File: src/design/lmtf_pkg.sv
// ----------------------------------------------------------------------------
// lmtf_pkg
// shared types and codes of the move-to-front table: opcodes, per-cell
// commands and the entry record handed between neighboring cells
// ----------------------------------------------------------------------------
package lmtf_pkg;

  localparam int KeyW    = 32;
  localparam int HandleW = 32;
  localparam int OccW    = 5;

  localparam logic [1:0] OP_ADD        = 2'd0;
  localparam logic [1:0] OP_LOOKUP     = 2'd1;
  localparam logic [1:0] OP_INVALIDATE = 2'd2;

  typedef enum logic [1:0] {
    CMD_HOLD,
    CMD_INSERT,
    CMD_TO_FRONT,
    CMD_REMOVE
  } cmd_e;

  typedef enum logic {
    ST_IDLE,
    ST_SHIFT
  } state_e;

  typedef struct packed {
    logic               valid;
    logic [KeyW-1:0]    key;
    logic [HandleW-1:0] handle;
  } entry_t;

  typedef struct packed {
    logic cmp_en;
    cmd_e cmd;
  } cell_ctrl_t;

endpackage

File: src/design/lmtf_cell.sv
// ----------------------------------------------------------------------------
// lmtf_cell
// one slot of the recency list: holds an entry, compares its key against
// the request and moves data toward or away from the front on command
// ----------------------------------------------------------------------------
module lmtf_cell (
  input  logic                        clk_i,
  input  logic                        rst_ni,
  input  lmtf_pkg::cell_ctrl_t        ctrl_i,
  input  logic [lmtf_pkg::KeyW-1:0]   cmp_key_i,
  input  logic                        seen_i,
  output logic                        seen_o,
  input  lmtf_pkg::entry_t            prev_i,
  input  lmtf_pkg::entry_t            next_i,
  input  logic [lmtf_pkg::HandleW-1:0] sel_handle_i,
  output logic [lmtf_pkg::HandleW-1:0] sel_handle_o,
  output lmtf_pkg::entry_t            entry_o,
  output logic                        match_o
);
  import lmtf_pkg::*;

  logic               valid_q;
  logic [KeyW-1:0]    key_q;
  logic [HandleW-1:0] handle_q;
  entry_t             cur_entry, entry_d;
  logic               match_q, match_d;
  logic               seen_q;

  assign cur_entry = {valid_q, key_q, handle_q};

  always_comb begin
    match_d = cur_entry.valid && (cur_entry.key == cmp_key_i);
    seen_o  = seen_i | match_d;
  end

  // only the cell holding the matching key adds its handle
  assign sel_handle_o = sel_handle_i | (match_q ? cur_entry.handle : '0);

  always_comb begin
    entry_d = cur_entry;
    case (ctrl_i.cmd)
      CMD_INSERT: begin
        entry_d = prev_i;
      end
      CMD_TO_FRONT: begin
        // cells up to and including the hit shift one place back
        if (!seen_q) begin
          entry_d = prev_i;
        end
      end
      CMD_REMOVE: begin
        // the hit and everything behind it close up the gap
        if (seen_q || match_q) begin
          entry_d = next_i;
        end
      end
      default: begin
        entry_d = cur_entry;
      end
    endcase
  end

  always_ff @(posedge clk_i or negedge rst_ni) begin
    if (!rst_ni) begin
      valid_q <= 1'b0;
      match_q <= 1'b0;
      seen_q  <= 1'b0;
    end else begin
      valid_q <= entry_d.valid;
      if (ctrl_i.cmp_en) begin
        match_q <= match_d;
        seen_q  <= seen_i;
      end
    end
  end

  always_ff @(posedge clk_i) begin
    key_q    <= entry_d.key;
    handle_q <= entry_d.handle;
  end

  assign entry_o = cur_entry;
  assign match_o = match_q;

endmodule

File: src/design/lru_move_to_front_table_unit.sv
// ----------------------------------------------------------------------------
// lru_move_to_front_table_unit
// recency-ordered key/handle table built as a chain of slot cells
// ----------------------------------------------------------------------------
// usage:
//   a request (opcode_i, key_i, handle_i) is taken at a rising edge with
//   start_i high and busy_o low. all cells compare the key in that same
//   edge; the next cycle applies the shift (insert, move to front or
//   remove) across the chain and registers the result.
//   the result appears in the following cycle, on hit_o, found_handle_o,
//   released_valid_o, released_handle_o and occupancy_o, marked by
//   result_valid_o for exactly one cycle. the receiver cannot stall.
//   busy_o is high for the one shift cycle after each request, and a new
//   request may be taken in the cycle its predecessor's result is shown.
//   the matched handle is or-ed along the cell chain, only the hit cell
//   adds to it, so the select is a linear or chain through the cells.
//   reset clears the valid bits and the entry count; the table starts
//   empty, with no clearing pass.
// ----------------------------------------------------------------------------
module lru_move_to_front_table_unit #(
  parameter int TABLE_DEPTH = 16
) (
  input  logic                          clk_i,
  input  logic                          rst_ni,
  input  logic                          start_i,
  output logic                          busy_o,
  input  logic [1:0]                    opcode_i,
  input  logic [lmtf_pkg::KeyW-1:0]     key_i,
  input  logic [lmtf_pkg::HandleW-1:0]  handle_i,
  output logic                          result_valid_o,
  output logic                          hit_o,
  output logic [lmtf_pkg::HandleW-1:0]  found_handle_o,
  output logic                          released_valid_o,
  output logic [lmtf_pkg::HandleW-1:0]  released_handle_o,
  output logic [lmtf_pkg::OccW-1:0]     occupancy_o
);
  import lmtf_pkg::*;

  localparam int CntW = $clog2(TABLE_DEPTH + 1);
  localparam logic [CntW-1:0] FullCnt = CntW'(TABLE_DEPTH);

  state_e state_q, state_d;
  logic   accept;
  logic   shifting;

  logic [1:0]         op_q;
  logic [KeyW-1:0]    key_q;
  logic [HandleW-1:0] handle_q;
  logic [CntW-1:0]    live_q, live_d;

  logic               res_valid_q;
  logic               hit_q, hit_d;
  logic [HandleW-1:0] found_q, found_d;
  logic               rel_valid_q, rel_valid_d;
  logic [HandleW-1:0] rel_handle_q, rel_handle_d;

  cell_ctrl_t ctrl;
  cmd_e       cmd;
  entry_t     front;

  entry_t             cell_entry [TABLE_DEPTH];
  entry_t             cell_prev  [TABLE_DEPTH];
  entry_t             cell_next  [TABLE_DEPTH];
  logic [TABLE_DEPTH:0]  seen_chain;
  logic [HandleW-1:0]    sel_chain [TABLE_DEPTH+1];
  logic [TABLE_DEPTH-1:0] match_vec;
  logic [TABLE_DEPTH-1:0] valid_vec;

  logic               hit;
  logic               full;
  logic [HandleW-1:0] sel_handle;

  // ---------------- control ----------------
  always_comb begin
    state_d = state_q;
    case (state_q)
      ST_IDLE: begin
        if (start_i) begin
          state_d = ST_SHIFT;
        end
      end
      ST_SHIFT: begin
        state_d = ST_IDLE;
      end
      default: begin
        state_d = ST_IDLE;
      end
    endcase
  end

  always_comb begin
    busy_o   = 1'b0;
    shifting = 1'b0;
    case (state_q)
      ST_IDLE: begin
        busy_o = 1'b0;
      end
      ST_SHIFT: begin
        busy_o   = 1'b1;
        shifting = 1'b1;
      end
      default: begin
        busy_o = 1'b0;
      end
    endcase
  end

  assign accept = start_i && !busy_o;

  always_ff @(posedge clk_i or negedge rst_ni) begin
    if (!rst_ni) begin
      state_q     <= ST_IDLE;
      live_q      <= '0;
      res_valid_q <= 1'b0;
    end else begin
      state_q     <= state_d;
      live_q      <= live_d;
      res_valid_q <= shifting;
    end
  end

  always_ff @(posedge clk_i) begin
    if (accept) begin
      op_q     <= opcode_i;
      key_q    <= key_i;
      handle_q <= handle_i;
    end
    if (shifting) begin
      hit_q        <= hit_d;
      found_q      <= found_d;
      rel_valid_q  <= rel_valid_d;
      rel_handle_q <= rel_handle_d;
    end
  end

  // ---------------- shift cycle decode ----------------
  assign hit        = |match_vec;
  assign full       = (live_q == FullCnt);
  assign sel_handle = sel_chain[TABLE_DEPTH];

  always_comb begin
    cmd = CMD_HOLD;
    if (shifting) begin
      case (op_q)
        OP_ADD:        cmd = hit ? CMD_TO_FRONT : CMD_INSERT;
        OP_LOOKUP:     cmd = hit ? CMD_TO_FRONT : CMD_HOLD;
        OP_INVALIDATE: cmd = hit ? CMD_REMOVE : CMD_HOLD;
        default:       cmd = CMD_HOLD;
      endcase
    end
  end

  assign ctrl.cmp_en = accept;
  assign ctrl.cmd    = cmd;

  // a lookup keeps the stored handle, an add writes the new one
  assign front.valid  = 1'b1;
  assign front.key    = key_q;
  assign front.handle = (op_q == OP_LOOKUP) ? sel_handle : handle_q;

  always_comb begin
    hit_d        = 1'b0;
    found_d      = '0;
    rel_valid_d  = 1'b0;
    rel_handle_d = '0;
    live_d       = live_q;
    case (op_q)
      OP_ADD: begin
        hit_d = hit;
        if (hit) begin
          if (sel_handle != handle_q) begin
            rel_valid_d  = 1'b1;
            rel_handle_d = sel_handle;
          end
        end else if (full) begin
          rel_valid_d  = 1'b1;
          rel_handle_d = cell_entry[TABLE_DEPTH-1].handle;
        end else if (shifting) begin
          live_d = live_q + CntW'(1);
        end
      end
      OP_LOOKUP: begin
        hit_d = hit;
        if (hit) begin
          found_d = sel_handle;
        end
      end
      OP_INVALIDATE: begin
        hit_d = hit;
        if (hit && shifting) begin
          live_d = live_q - CntW'(1);
        end
      end
      default: begin
        hit_d = 1'b0;
      end
    endcase
  end

  // ---------------- cell chain ----------------
  assign seen_chain[0] = 1'b0;
  assign sel_chain[0]  = '0;

  for (genvar i = 0; i < TABLE_DEPTH; i++) begin : g_cell
    if (i == 0) begin : g_head
      assign cell_prev[i] = front;
    end else begin : g_body
      assign cell_prev[i] = cell_entry[i-1];
    end

    if (i == TABLE_DEPTH - 1) begin : g_tail
      always_comb begin
        cell_next[i]       = cell_entry[i];
        cell_next[i].valid = 1'b0;
      end
    end else begin : g_inner
      assign cell_next[i] = cell_entry[i+1];
    end

    lmtf_cell u_cell (
      .clk_i        (clk_i),
      .rst_ni       (rst_ni),
      .ctrl_i       (ctrl),
      .cmp_key_i    (key_i),
      .seen_i       (seen_chain[i]),
      .seen_o       (seen_chain[i+1]),
      .prev_i       (cell_prev[i]),
      .next_i       (cell_next[i]),
      .sel_handle_i (sel_chain[i]),
      .sel_handle_o (sel_chain[i+1]),
      .entry_o      (cell_entry[i]),
      .match_o      (match_vec[i])
    );

    assign valid_vec[i] = cell_entry[i].valid;
  end

  // ---------------- outputs ----------------
  assign result_valid_o    = res_valid_q;
  assign hit_o             = hit_q;
  assign found_handle_o    = found_q;
  assign released_valid_o  = rel_valid_q;
  assign released_handle_o = rel_handle_q;
  assign occupancy_o       = OccW'(live_q);

`ifndef ASSERT_OFF
  a_live_bound: assert property (@(posedge clk_i) disable iff (!rst_ni)
    live_q <= FullCnt)
    else $error("entry count beyond table depth");

  a_valid_count: assert property (@(posedge clk_i) disable iff (!rst_ni)
    $countones(valid_vec) == int'(live_q))
    else $error("valid slots disagree with entry count");

  a_single_match: assert property (@(posedge clk_i) disable iff (!rst_ni)
    shifting |-> $onehot0(match_vec))
    else $error("key matched in more than one slot");

  a_result_follows: assert property (@(posedge clk_i) disable iff (!rst_ni)
    accept |=> ##1 result_valid_o)
    else $error("request did not produce a result two cycles later");
`endif

endmodule
File: config.mk
export PLATFORM = sky130hd
export DESIGN_NAME = lru_move_to_front_table_unit
export DESIGN_NICKNAME = d
export VERILOG_FILES = /design/src/design/lmtf_pkg.sv /design/src/design/lmtf_cell.sv /design/src/design/lru_move_to_front_table_unit.sv
export SDC_FILE = /design/constraint.sdc
export NUM_CORES = 2
export LEC_CHECK = 0
export CAP_MARGIN = 20
export CORE_ASPECT_RATIO = 2
export CORE_MARGIN = 8
export CORE_UTILIZATION = 56
export DETAILED_ROUTE_END_ITERATION = 16
export DONT_BUFFER_PORTS = 1
export HOLD_SLACK_MARGIN = 0.06
export PLACE_DENSITY = 0.74
export SYNTH_ARGS = -nofsm -noshare
export SYNTH_HDL_FRONTEND = slang
export SYNTH_SLANG_ARGS = --single-unit
File: constraint.sdc
create_clock -name clk_i -period 7.6 [get_ports clk_i]
set_clock_uncertainty 0.05 [all_clocks]
set_input_delay 1.9 -clock clk_i [delete_from_list [all_inputs] [get_ports clk_i]]
set_output_delay 1.9 -clock clk_i [all_outputs]
set_load 0.005 [all_outputs]
# After elaboration in Yosys (flattened, before gate mapping)
# Index checks and enable logic that the tools add are counted.
# totals
wordCells,323
ff_bits,1209
out_inout_bits,73
# op_classes
addsub,2
n_bitwise,31
n_mux,84
n_eq_ne,58
reduce_logical,60
# op_table
cell,n
$pmux 65 s3,15
$mux 65,31
$mux 32,20
$eq 32x32->1,16
$or 32x32->32,15
$pmux 65 s2,1
$reduce_and 3->1,16
$ne 2x2->1 const B,19
$ne 2x1->1 const B,16
$ne 32x32->1,1
$mux 5,4
$logic_and 1x1->1,18
$reduce_or 16->1,1
$logic_or 1x1->1,15
$or 1x1->1,14
$pmux 5 s2,1
$mux 2,4
$eq 2x2->1 const B,3
$pmux 2 s3,1
$add 5x1->5 const B,1
$eq 5x5->1 const B,1
$mux 1,5
$reduce_and 5->1,1
$sub 5x1->5 const B,1
10 further kinds,15

# Depth between registers and ports, before layout
# depth
depth_word,19
depth_mapped,12

# Hierarchy
# A second synthesis with hierarchy kept.
# hier_totals
cells_unflattened,4092
hier_area_um2,61443.9
# modules_own_cells
module,n_inst,seq_area_each_um2,area_each_um2,cells_each
lmtf_cell (g_cell[10].u_cell ...),15,1996.9,3465.8,233
lru_move_to_front_table_unit,1,4139.0,5988.2,361
lmtf_cell (g_cell[0].u_cell),1,1996.9,3468.3,236

# Worst setup path after synthesis
# OpenSTA, ideal clock, no wires.
# synth_path
kind,reg2reg
start,register state_q
end,register g_cell[14].u_cell.handle_q[0] (enable)
path_stages_with_launch,3
setup_time_ns,0.587
path_slack_ns,-0.097
arrival_time_ns,7.060
period_less_slack_ns,7.697
cell_sequence,dfrtp_1 o21ai_2 a211oi_1
# synth_between
elab_chain_cells,5
# synth_rtl
element,line_no,rtl
from (decl),lru_move_to_front_table_unit.sv:42,"state_e state_q, state_d;"
from (signal assigned),lru_move_to_front_table_unit.sv:116,state_q <= state_d;
$mux 1 *,lru_move_to_front_table_unit.sv:94,case (state_q)
$mux 2 *,lru_move_to_front_table_unit.sv:143,if (shifting) begin
$eq 2x2->1 / $eq 2x1->1 (equally long branches),lmtf_cell.sv:41,case (ctrl_i.cmd)
"$ne 2x1->1 (no line), or another cell as far along",n/a,
$reduce_and 3->1 (no line) *,n/a,
to (signal assigned),lmtf_cell.sv:79,handle_q <= entry_d.handle;
to (decl),lmtf_cell.sv:24,logic [HandleW-1:0] handle_q;
# Every way passes the cells marked *; elsewhere a longest branch is shown, timed or not.
# A chain may end at the register's enable or synchronous reset.

# Worst setup path in the final report
# layout_path
start,register g_cell[12].u_cell.match_q
end,register g_cell[15].u_cell.valid_q
# layout_between
elab_chain_cells,7
# layout_rtl
element,line_no,rtl
from (decl),lmtf_cell.sv:26,"logic match_q, match_d;"
from (signal assigned),lmtf_cell.sv:71,match_q <= match_d;
$reduce_or 16->1 *,lru_move_to_front_table_unit.sv:137,assign hit = |match_vec;
$mux 2 (on tied branches),"lru_move_to_front_table_unit.sv:147, lru_move_to_front_table_unit.sv:145, lru_move_to_front_table_unit.sv:146",
$pmux 2 s3 *,lru_move_to_front_table_unit.sv:144,case (op_q)
$mux 2 *,lru_move_to_front_table_unit.sv:143,
$eq 2x2->1 / $eq 2x1->1 (equally long branches),lmtf_cell.sv:41,
"$ne 2x1->1 (no line), or another cell as far along",n/a,
$reduce_and 3->1 (no line),n/a,
to (signal assigned),lmtf_cell.sv:69,valid_q <= entry_d.valid;
to (decl),lmtf_cell.sv:22,logic valid_q;
# Marked as above.

==> results.txt <==
- The run finished with clean final reports.
- TritonCTS built the clock tree.
- Dividing the detail-routed via count by the number of cells gives 6.33.
- In this run, CTS created clock tree buffers numbering 103.
- FF-to-FF setup slack: 2640 ps
- Crit start category: flop
- Averaged over all synthesized cells, the footprint is 10.1 sq um.
- Maxcap violations: 0
* Clock share of power: 39.9%
- The endpoint identified for the worst register-to-register timing path is g_cell[15].u_cell.valid_q.
- Critical path capture point type: flop
- The via count of the first global-routing pass was 45254.
* Minimum setup slack in the final design: 2640 ps
- Counting distinct cell types in the post-synthesis netlist gives 54.
- Buffers inserted to repair hold after CTS numbered 0.
- Synthesized netlist cell count: 5896
* End of the critical path: g_cell[15].u_cell.valid_q
- During I/O placement, the number of pins put on the boundary was 142.
- Cell type group with the largest total delay on the critical path: buffers and inverters
- Number of stages on the worst setup path: 8
* Part of the cycle the worst path needs: 65.2%
- Post-placement setup slack: 2750 ps
- Switching part of the total: 22.9%
- The detail route stage leaves a number of antenna-violating nets equal to 0.
- Among all stages on the critical path, the largest delay is contributed by buf_4.
* Pins over their slew limit: 0
- Post-layout util: 60.3%
- Summing internal, switching and leakage power gives 13.8 mW.
- The post-route netlist has 5.54% of its cells at a drive strength greater than 1.
- Relative contribution of sequential cells to total power: 55.8%
- Buffers added on ports: 0
- The routed layout has 45389 vias.
* Net total in the final layout: 5781
- Comb pwr share: 4.3%
- Crit path buf inv count: 3
* Min cycle time layout: 4960 ps
- Mapped cell area: 59600 sq um
- Standard-cell rows: 169
- Final hold vios: 0
- Top fanout value on the critical path: 110
- Post-CTS sizing: 0
- Leakage power figure: 24.9 nW
- Yosys printed 0 warnings.
- Ys flop type: edfxtp_1
- The number of antenna violations at the first check in global routing came to 3.
- Setup total negative slack on the finished layout was measured at 0 ps.
- Cell total after placement: 6971
- At the later pin of the worst-skew pair, clock insertion delay measures 750 ps.
- WP data required: 8190 ps
* Worst path arrival time: 5550 ps
* Cell-by-cell listing of the critical path: buf_4, nor4_1, nand4_2, nand3_4, buf_4, buf_4, nand2_1, o31ai_1
- Longest Clk Path Bufs: 3
- CTS built an H-tree with a depth of 3.
- Global routing consumed, over all layers together, 32.6% of the routing resources.
- Headroom to the max-slew limit: 0.279%
* Power per unit of standard cell area: 217 nW/um^2
- Buffers inserted by post-CTS timing repair: 0
- Nets in the synthesized netlist: 5969
- Among the stages of the critical path, the cell type that occurs most often is buf_4.
- In this run the clock root is driven by a clkbuf_16.
- The largest single stage delay on the critical path is 940 ps.
- The critical path is of the flop to flop type.
- For this run, design rule violations remaining after detail routing come to 0.
- Total of flip-flops plus latches after synthesis: 1209
- Post-route non-filler standard cell count: 7169
- Full die area: 118000 sq um
- Setup repair after global routing left no endpoint under its margin.
- The HPWL after detailed placement is 129 mm.
- Setup violations remaining at the end of the flow were counted as 0.
* Area inside the core boundary: 106000 sq um
* Initial core utilization: 56.3%
- Depth of the most critical reg-to-reg path: 8
- Clock Pin Slew Worst Setup and Hold Paths: 70 ps
* Share of synthesized registers carrying an async set or reset: 4.38%
* DR WL/cell: 27.3 um
- Tightest Pin Transition: 1500 ps
* Signed area change from the synthesized netlist to the final layout: 6.96%
- Summed over all layers, the global routing overflow is 0.
- The worst hold path belongs to the class flop to flop.
- The share of the Yosys chip area taken by registers is 60.5%.
- Entering global routing, the biggest net connects 264 pins.
- Num Clock Sinks: 1209
- IR analysis of the VDD net gives a maximum drop of 0.171 mV.
* Number of detailed-routing iterations run before antenna repair: 7
- The startpoint identified for the worst register-to-register timing path is g_cell[12].u_cell.match_o.
- Overall routed net length: 196 mm
* Count of routing violations after the opening detailed-route iteration: 6117
- Switching pwr: 3.16 mW
- The first global-routing pass estimated 287 mm of wire.
* Number of enable-type register cells in the synthesized netlist: 1156
* Width of the die: 247 um
- Achievable clock frequency: 202 MHz
- Final estimated routing congestion in global placement: 0.940
- The critical path starts at g_cell[12].u_cell.match_o.
* Power Internal: 10.7 mW
- The die is 477 um tall.
[synthesized netlist by cell type (2+ instances only)]
cell	number	share of area [%]
o31ai_1	2	0.025
o21ai_2	31	0.46
nand2b_1	2	0.021
mux2_2	4	0.076
a211oi_2	9	0.19
buf_1	25	0.16
a22o_1	93	1.4
nor4_1	108	1.1
clkbuf_1	174	1.1
nor3_4	6	0.16
a22oi_1	70	0.88
xor2_1	409	6.0
a221oi_2	7	0.18
buf_2	135	1.1
o21ai_0	53	0.45
and3_1	3	0.032
nand4_1	51	0.54
nor3b_1	2	0.025
nor2b_1	2	0.021
inv_1	7	0.044
xnor2_1	139	2.0
dfrtp_1	53	2.2
nor3_2	3	0.050
a221oi_1	85	1.2
a31oi_1	15	0.16
or4_1	3	0.038
and2_1	65	0.68
a211oi_1	5	0.063
nand3_1	25	0.21
a22oi_2	2	0.042
and4_1	24	0.35
nor2_1	57	0.36
nor3_1	41	0.34
a21o_1	6	0.076
buf_6	40	0.76
edfxtp_1	1156	58
a21oi_1	39	0.33
nand2_1	2927	18
ha_1	3	0.063
[power groups by stage]
stage,Combinational [mW],Clock (mW),Sequential [mW]
after floorplan,0.456,0,7.77
after global placement,0.556,0,7.86
after detailed placement,0.579,0,7.86
after CTS,0.584,5.54,7.72
after global routing,0.643,5.75,7.74
final,0.591,5.53,7.72
[stage by stage]
stage | area (sq um) | hold slack, ps
final | 63700 | 465
after global routing | 63700 | 477
after CTS | 63700 | 466
after detailed placement | 60300 | 449
after global placement | 60300 | 444
after floorplan | 59600 | 424
[area by class of cell]
| class | count | area, sq um |
|---|---|---|
| Sequential cell | 1209 | 36100 |
| Clock buffer | 134 | 2750 |
| Inverter | 7 | 30.0 |
| Tap cell | 1368 | 1710 |
| Multi-Input combinational cell | 4305 | 21800 |
| Fill cell | 8662 | 42000 |
| Antenna cell | 3 | 7.51 |
| Clock inverter | 61 | 647 |
| Timing Repair Buffer | 82 | 716 |
[how the worst min path moves through the flow]
| stage | from | end | slack [ps] | depth (start not counted) |
|---|---|---|---|---|
| 3_5_place_dp | key_q[8] | g_cell[0].u_cell.key_q[8] | 450 | 2 |
| 2_1_floorplan | g_cell[8].u_cell.seen_q | g_cell[8].u_cell.seen_q | 420 | 1 |
| 6_report | key_q[8] | g_cell[0].u_cell.key_q[8] | 460 | 2 |
| 5_1_grt | key_q[8] | g_cell[0].u_cell.key_q[8] | 480 | 2 |
| 4_1_cts | key_q[0] | g_cell[0].u_cell.key_q[0] | 470 | 2 |
| 3_3_place_gp | key_q[18] | g_cell[0].u_cell.key_q[18] | 440 | 2 |
[cells by family after synthesis]
kind of cell             synth area share, %
AO/OA/AOI/OAI                           5.52
buffers and inverters                   3.20
flip-flops                              60.5
XOR/XNOR                                8.06
multiplexers                          0.0756
AND/OR/NAND/NOR                         22.5
adder cells (fa/ha/maj)               0.0966
[cells in the final DEF, fill, tap and decap left out, types with 36 or more instances in the layout]
cell type  instances
nand2_1         2927
edfxtp_1        1156
xor2_1           409
xnor2_1          139
nor4_1           108
clkbuf_16        104
a22o_1            93
a221oi_1          85
buf_4             74
a22oi_1           70
and2_1            65
nor2_1            56
o21ai_0           53
nand4_1           51
nor3_1            41
a21oi_1           39
dfrtp_1           36
[routing by layer]
metal	GRT usage [%]	up-vias	part of all wire [%]
li1	-	19516	-
met1	35.3	21627	32
met2	54.5	3143	49
met3	6.31	1101	9.1
met4	27.4	2	11
met5	0	-	0.010
[worst min-delay path: stages (launching register included)]
cell	delay [ps]
edfxtp_1	320
nand2_1	40
nand2_1	50
[registers in the layout, summed over array words and instances (netlist names)]
| name | flops |
|---|---|
| found_handle_o | 32 |
| g_cell.u_cell.match_o | 15 |
| op_q | 2 |
| g_cell.u_cell.key_q | 512 |
| result_valid_o | 1 |
| g_cell.u_cell.handle_q | 512 |
| occupancy_o | 5 |
| key_q | 32 |
| hit_o | 1 |
| released_valid_o | 1 |
| g_cell.u_cell.seen_q | 15 |
| g_cell.u_cell.valid_q | 16 |
| handle_q | 32 |
| state_q | 1 |
| released_handle_o | 32 |
Note: power is estimated with default switching activity, not from simulation.
